--- src/design/sidec_pkg.sv ---
`timescale 1ns / 1ps
`default_nettype none
package sidec_pkg;

  localparam int unsigned BinWidth   = 32;
  localparam int unsigned NumDigits  = 10;
  localparam int unsigned BcdWidth   = 4 * NumDigits;
  localparam int unsigned CharWidth  = 7;
  localparam int unsigned BitCntW    = $clog2(BinWidth);
  localparam int unsigned DigCntW    = $clog2(NumDigits + 1);

  localparam logic [CharWidth-1:0] CharZero  = 7'd48;
  localparam logic [CharWidth-1:0] CharMinus = 7'd45;

  typedef enum logic [2:0] {
    StIdle,
    StConv,
    StSkip,
    StSign,
    StDigits
  } sidec_state_e;

  // controller to datapath
  typedef struct packed {
    logic load;
    logic conv;
    logic shift;
    logic sel_minus;
  } sidec_cmd_t;

  // datapath to controller
  typedef struct packed {
    logic top_zero;
    logic neg;
  } sidec_status_t;

endpackage
`default_nettype wire

--- src/design/signed_int_to_decimal_ascii_core.sv ---
`timescale 1ns / 1ps
`default_nettype none
// channel   dir  handshake                       payload
// s_axis    in   s_axis_tvalid_i/s_axis_tready_o tdata[31:0] value (signed)
// m_axis    out  m_axis_tvalid_o/m_axis_tready_i tdata[6:0] char_code, tlast last
//
// one word at a time: the input is taken only when the previous text is fully sent
// each word: accept, 32 double-dabble steps, (10 - digits) zero-skip steps and a final
// skip check, then one character per cycle while m_axis_tready_i is high
// the 32-step shift-and-add-3 loop is the longest part of the conversion
// rst_ni is asynchronous, active low, and returns the controller to idle
// a stalled output word holds its data until taken
module signed_int_to_decimal_ascii_core (
  input  wire logic        clk_i,
  input  wire logic        rst_ni,
  input  wire logic        s_axis_tvalid_i,
  output logic             s_axis_tready_o,
  input  wire logic [31:0] s_axis_tdata_i,   // [31:0] value
  output logic             m_axis_tvalid_o,
  input  wire logic        m_axis_tready_i,
  output logic [7:0]       m_axis_tdata_o,   // [6:0] char_code, [7] zero
  output logic             m_axis_tlast_o
);

  sidec_pkg::sidec_cmd_t              cmd;
  sidec_pkg::sidec_status_t           status;
  logic [sidec_pkg::CharWidth-1:0]    char_code;

  sidec_ctrl u_ctrl (
    .clk_i       (clk_i),
    .rst_ni      (rst_ni),
    .in_valid_i  (s_axis_tvalid_i),
    .in_ready_o  (s_axis_tready_o),
    .out_valid_o (m_axis_tvalid_o),
    .out_ready_i (m_axis_tready_i),
    .out_last_o  (m_axis_tlast_o),
    .cmd_o       (cmd),
    .status_i    (status)
  );

  sidec_dp u_dp (
    .clk_i    (clk_i),
    .cmd_i    (cmd),
    .value_i  (s_axis_tdata_i),
    .status_o (status),
    .char_o   (char_code)
  );

  assign m_axis_tdata_o = {1'b0, char_code};

  // input and output sides never active together
  a_excl: assert property (@(posedge clk_i) disable iff (!rst_ni)
    !(s_axis_tready_o && m_axis_tvalid_o))
    else $error("input ready while output valid");

  // the last character is always a digit
  a_last_digit: assert property (@(posedge clk_i) disable iff (!rst_ni)
    (m_axis_tvalid_o && m_axis_tlast_o) |->
      (m_axis_tdata_o[6:0] != sidec_pkg::CharMinus))
    else $error("last word is not a digit");

  // conversion takes time: no output right after an accepted input
  a_no_early_out: assert property (@(posedge clk_i) disable iff (!rst_ni)
    (s_axis_tvalid_i && s_axis_tready_o) |=> !m_axis_tvalid_o)
    else $error("output valid right after input");

endmodule
`default_nettype wire

--- src/design/sidec_dp.sv ---
`timescale 1ns / 1ps
`default_nettype none
module sidec_dp (
  input  wire logic                             clk_i,
  input  wire sidec_pkg::sidec_cmd_t            cmd_i,
  input  wire logic [sidec_pkg::BinWidth-1:0]   value_i,
  output sidec_pkg::sidec_status_t              status_o,
  output logic [sidec_pkg::CharWidth-1:0]       char_o
);

  logic [sidec_pkg::BinWidth-1:0] bin_q, bin_d;
  logic [sidec_pkg::BcdWidth-1:0] bcd_q, bcd_d;
  logic                           neg_q, neg_d;
  logic [sidec_pkg::BcdWidth-1:0] adj;
  logic [3:0]                     top;

  assign top = bcd_q[sidec_pkg::BcdWidth-1 -: 4];

  // add-3 correction on every digit of 5 or more before the shift
  always_comb begin
    for (int i = 0; i < sidec_pkg::NumDigits; i++) begin
      if (bcd_q[4*i +: 4] >= 4'd5) begin
        adj[4*i +: 4] = bcd_q[4*i +: 4] + 4'd3;
      end else begin
        adj[4*i +: 4] = bcd_q[4*i +: 4];
      end
    end
  end

  always_comb begin
    bin_d = bin_q;
    bcd_d = bcd_q;
    neg_d = neg_q;
    if (cmd_i.load) begin
      neg_d = value_i[sidec_pkg::BinWidth-1];
      bin_d = value_i[sidec_pkg::BinWidth-1] ? (~value_i + 1'b1) : value_i;
      bcd_d = '0;
    end else if (cmd_i.conv) begin
      bin_d = {bin_q[sidec_pkg::BinWidth-2:0], 1'b0};
      bcd_d = {adj[sidec_pkg::BcdWidth-2:0], bin_q[sidec_pkg::BinWidth-1]};
    end else if (cmd_i.shift) begin
      bcd_d = {bcd_q[sidec_pkg::BcdWidth-5:0], 4'd0};
    end
  end

  always_ff @(posedge clk_i) begin
    bin_q <= bin_d;
    bcd_q <= bcd_d;
    neg_q <= neg_d;
  end

  assign status_o.top_zero = (top == 4'd0);
  assign status_o.neg      = neg_q;
  assign char_o = cmd_i.sel_minus ? sidec_pkg::CharMinus
                                  : sidec_pkg::CharZero + {3'd0, top};

endmodule
`default_nettype wire

--- src/design/sidec_ctrl.sv ---
`timescale 1ns / 1ps
`default_nettype none
module sidec_ctrl (
  input  wire logic                      clk_i,
  input  wire logic                      rst_ni,
  input  wire logic                      in_valid_i,
  output logic                           in_ready_o,
  output logic                           out_valid_o,
  input  wire logic                      out_ready_i,
  output logic                           out_last_o,
  output sidec_pkg::sidec_cmd_t          cmd_o,
  input  wire sidec_pkg::sidec_status_t  status_i
);

  sidec_pkg::sidec_state_e            state_q, state_d;
  logic [sidec_pkg::BitCntW-1:0]      bit_cnt_q, bit_cnt_d;
  logic [sidec_pkg::DigCntW-1:0]      dig_cnt_q, dig_cnt_d;

  always_comb begin
    state_d   = state_q;
    bit_cnt_d = bit_cnt_q;
    dig_cnt_d = dig_cnt_q;
    case (state_q)
      sidec_pkg::StIdle: begin
        if (in_valid_i) begin
          state_d   = sidec_pkg::StConv;
          bit_cnt_d = sidec_pkg::BitCntW'(sidec_pkg::BinWidth - 1);
          dig_cnt_d = sidec_pkg::DigCntW'(sidec_pkg::NumDigits);
        end
      end
      sidec_pkg::StConv: begin
        if (bit_cnt_q == '0) begin
          state_d = sidec_pkg::StSkip;
        end else begin
          bit_cnt_d = bit_cnt_q - 1'b1;
        end
      end
      sidec_pkg::StSkip: begin
        // drop leading zeros, always keep the last digit
        if (status_i.top_zero && dig_cnt_q != sidec_pkg::DigCntW'(1)) begin
          dig_cnt_d = dig_cnt_q - 1'b1;
        end else begin
          state_d = status_i.neg ? sidec_pkg::StSign : sidec_pkg::StDigits;
        end
      end
      sidec_pkg::StSign: begin
        if (out_ready_i) begin
          state_d = sidec_pkg::StDigits;
        end
      end
      sidec_pkg::StDigits: begin
        if (out_ready_i) begin
          dig_cnt_d = dig_cnt_q - 1'b1;
          if (dig_cnt_q == sidec_pkg::DigCntW'(1)) begin
            state_d = sidec_pkg::StIdle;
          end
        end
      end
      default: begin
        state_d = sidec_pkg::StIdle;
      end
    endcase
  end

  always_comb begin
    in_ready_o    = 1'b0;
    out_valid_o   = 1'b0;
    out_last_o    = 1'b0;
    cmd_o         = '0;
    case (state_q)
      sidec_pkg::StIdle: begin
        in_ready_o = 1'b1;
        cmd_o.load = in_valid_i;
      end
      sidec_pkg::StConv: begin
        cmd_o.conv = 1'b1;
      end
      sidec_pkg::StSkip: begin
        cmd_o.shift = status_i.top_zero && dig_cnt_q != sidec_pkg::DigCntW'(1);
      end
      sidec_pkg::StSign: begin
        out_valid_o     = 1'b1;
        cmd_o.sel_minus = 1'b1;
      end
      sidec_pkg::StDigits: begin
        out_valid_o = 1'b1;
        out_last_o  = (dig_cnt_q == sidec_pkg::DigCntW'(1));
        cmd_o.shift = out_ready_i;
      end
      default: begin
        cmd_o = '0;
      end
    endcase
  end

  always_ff @(posedge clk_i or negedge rst_ni) begin
    if (!rst_ni) begin
      state_q   <= sidec_pkg::StIdle;
      bit_cnt_q <= '0;
      dig_cnt_q <= '0;
    end else begin
      state_q   <= state_d;
      bit_cnt_q <= bit_cnt_d;
      dig_cnt_q <= dig_cnt_d;
    end
  end

endmodule
`default_nettype wire

--- config.mk ---
export PLATFORM = sky130hd
export DESIGN_NAME = signed_int_to_decimal_ascii_core
export DESIGN_NICKNAME = d
export VERILOG_FILES = /design/src/design/sidec_pkg.sv /design/src/design/signed_int_to_decimal_ascii_core.sv /design/src/design/sidec_dp.sv /design/src/design/sidec_ctrl.sv
export SDC_FILE = /design/constraint.sdc
export NUM_CORES = 1
export LEC_CHECK = 0
export ABC_AREA = 1
export BUFFER_PORTS_ARGS = -buffer_cell sky130_fd_sc_hd__clkbuf_2
export CAP_MARGIN = 0
export CORE_MARGIN = 10
export CORE_UTILIZATION = 30
export DETAILED_ROUTE_END_ITERATION = 8
export SYNTH_ARGS = -nofsm -noshare
export SYNTH_HDL_FRONTEND = slang
export SYNTH_SLANG_ARGS = --single-unit
export TNS_END_PERCENT = 5
--- constraint.sdc ---
create_clock -name clk_i -period 2.6 [get_ports clk_i]
set_input_delay 0.13 -clock clk_i [delete_from_list [all_inputs] [get_ports clk_i]]
set_output_delay 0.13 -clock clk_i [all_outputs]
set_load 0.01 [all_outputs]
==> impl_metrics.yaml <==
floorplanning:
  die_h_um: 158
  die_w_um: 158
  dieArea_um2: 24900
  io_pins: 47
  initial_utilization: 0.305
  core_um2: 18700
  fp-row-count: 50
power_and_ir_drop:
  swShare: 0.453
  p_leak_nw: 2.85
  peakVddDrop_uv: 536
  internal-power_mw: 4.26
  comb_power_share: 0.491
  seq_power_share: 0.343
  power.density_nw_per_um2: 1220
  clockPowerShare: 0.166
  p_total_mw: 7.78
  p_sw_mw: 3.52
timing:
  finalMaxSlewViolations: 0
  worst_slack_ns: 0.629
  slew_headroom: 0.521
  rsz0062_at_grt: "false"
  fin_skew_ns: 0.00851
  hold_violations: 0
  fin_crit_sh: 0.758
  tightest_slew_ns: 0.711
  tns_ns: 0
  post-route-min-period_ns: 1.97
  max_freq_mhz: 507
  finalSetupViolCount: 0
critical_path:
  end_kind: "flip-flop"
  cp_slowest_cell: "inv_2"
  reg2reg_depth: 8
  crit_type: "flip-flop to flip-flop"
  r2r_end: "u_dp.bcd_q[5]"
  crit_required_ns: 2.88
  arrival_ns: 2.25
  reg2reg_setup_slack_ns: 0.63
  cp_cell_sequence: "inv_1 -> ha_1 -> nand3_1 -> nand3_2 -> nand2_4 -> inv_2 -> nand2_1 -> a21oi_2"
  cpPeakStageDelay_ns: 0.50
  path_max_fanout: 30
  start_kind: "flip-flop"
  r2r-start: "u_ctrl.dig_cnt_q[1]"
cells_and_area:
  fin_util: 0.341
  finalInstanceArea_um2: 6380
  drive_above_1_share: 0.135
  fillers: 1965
  mostFrequentLayoutCell: "nand2_1"
  n_antenna_cell: 0
  syn2layout_area_growth_pct: 11.9
  layout_common_cells: "176 x nand2_1, 77 x inv_1, 74 x a21oi_1"
  finalNetCount: 877
clocking:
  h-tree-depth: 3
  cts_sinks: 85
  cts_tree: "built"
  insertion_delay_ns: 0.35
  clockBufferDepth: 2
  cts_resized: 0
  post_cts_buffers: 0
  cts_hold_buf: 1
  clkTransAtPathRegs_ns: 0.07
  cts_root_buf: "clkbuf_16"
  cts_buffers: 9
place:
  place_congestion: 0.871
  place_area_um2: 6070
  place_ws_ns: 0.608
  hpwl_um: 9680
  port_buffers: 43
run:
  max-cap-violations: 0
synth:
  avgSynthCellArea_um2: 7.27
  yosysWarnings: 0
  synth-seq-cells: 85
  synth_area_um2: 5700
  ys_seq_area_frac: 0.367
  ys_types: 42
  syn_inst: 784
detailed_routing:
  antenna_left: 0
  drcViolationCount: 0
  wl_um: 13400
  wl_per_cell_um: 12.7
  vias: 5089
  drt_first_pass_iters: 5
  vias_per_cell: 4.82
  drt_iter0_drc: 352
worst_hold_path:
  hold_class: "primary input to flip-flop"
  whs_endpoint: "u_dp.bin_q[0]"
  hold_path_startpoint: "s_axis_tdata_i[0]"
  whs_path_depth: 3
grt:
  antenna_found_initial: 0
  grt_usage: 0.110
  grt_pass1_vias: 4789
  grt_pass1_wl_um: 22600
  overflow: 0
  grt_max_degree: 38
run_status:
  status: "finished clean"
==> per-layer routing <==
| metal | share of wire | vias to the layer above | global-route usage |
|---|---|---|---|
| met4 | 0.0095 | 0 | 0.0307 |
| li1 | - | 2661 | - |
| met2 | 0.46 | 89 | 0.175 |
| met5 | 0 | - | 0 |
| met1 | 0.48 | 2328 | 0.143 |
| met3 | 0.053 | 11 | 0.0288 |
==> Yosys cell counts, drive strengths merged <==
| library cell | number | area, um^2 |
|---|---|---|
| a31oi | 6 | 37.5 |
| o21a | 1 | 7.51 |
| o21bai | 4 | 30.0 |
| clkbuf | 8 | 31.3 |
| o22ai | 1 | 6.26 |
| nand3b | 1 | 7.51 |
| nand3 | 76 | 430 |
| conb | 2 | 7.51 |
| nor3 | 2 | 10.0 |
| dfrtp | 12 | 300 |
| o21ai | 88 | 444 |
| xnor2 | 6 | 52.6 |
| o211ai | 1 | 12.5 |
| and2 | 1 | 6.26 |
| nand2 | 182 | 708 |
| and3b | 1 | 8.76 |
| inv | 86 | 323 |
| nand4 | 10 | 62.6 |
| nor2 | 63 | 251 |
| ha | 24 | 300 |
| buf | 25 | 185 |
| a21oi | 84 | 458 |
| clkinv | 1 | 3.75 |
| edfxtp | 33 | 991 |
| dfxtp | 40 | 801 |
| xor2 | 24 | 210 |
| or2 | 2 | 12.5 |
==> power groups by stage <==
stage | logic, mW | clock network (mW) | registers [mW]
floorplan | 3.20 | 0 | 2.56
CTS | 3.87 | 1.33 | 2.67
global placement | 3.77 | 0 | 2.69
global route | 4.45 | 1.39 | 2.76
finish | 3.82 | 1.29 | 2.67
detailed placement | 3.86 | 0 | 2.68
==> per-stage QoR <==
stage | hold WS, ns | instances
floorplan | -0.166 | 785
global placement | 0.0378 | 1039
detailed placement | 0.0336 | 1039
finish | 0.127 | 1056
CTS | 0.124 | 1056
global route | 0.156 | 1056
==> cell type report <==
class	count	area [um^2]	share of cell area
flip-flops and latches	85	2090	0.328
inverters	87	327	0.0512
multi-input cells	580	3070	0.481
clock buffers	9	225	0.0353
clock inverters	7	73.8	0.0116
well taps	234	293	0.0459
repair buffers	54	300	0.0471
==> worst max-delay path, delay by kind of cell, from the launching register on <==
family / cells / cell delay [ns]
AO/OA/AOI/OAI: 1 / 0.15
adder cells (fa/ha/maj): 1 / 0.14
buffers and inverters: 2 / 0.58
flip-flops: 1 / 0.39
AND/OR/NAND/NOR: 4 / 0.63
==> sequential cells by signal (all words and copies together), names as in the netlist <==
name / flops
u_ctrl.bit_cnt_q: 5
u_ctrl.dig_cnt_q: 4
u_ctrl.state_q: 3
u_dp.bcd_q: 40
u_dp.bin_q: 32
u_dp.neg_q: 1
==> worst max-delay path by stage <==
stage,start,endpoint,cells after the start
3_3_place_gp,s_axis_tdata_i[31],u_dp.bin_q[22],8
5_1_grt,u_dp.bcd_q[36],u_dp.bcd_q[8],9
2_1_floorplan,u_ctrl.state_q[2],u_dp.bin_q[0],8
3_5_place_dp,s_axis_tdata_i[31],u_dp.bin_q[22],8
6_report,u_ctrl.dig_cnt_q[1],u_dp.bcd_q[5],8
4_1_cts,u_dp.bcd_q[36],u_dp.bcd_q[30],9
==> cells by family (layout without fill, tap and decap cells) <==
family	Yosys count	count (layout)	synth area share
AOI/OAI and AO/OA	185	185	0.175
xor gates and xnor gates	30	30	0.0461
adders and majority gates	24	24	0.0527
buffers and inverters	120	157	0.0953
DFF	85	85	0.367
other	2	3	0.00132
and+or+nand+nor	338	338	0.263
Note: power is estimated with default switching activity, not from simulation.
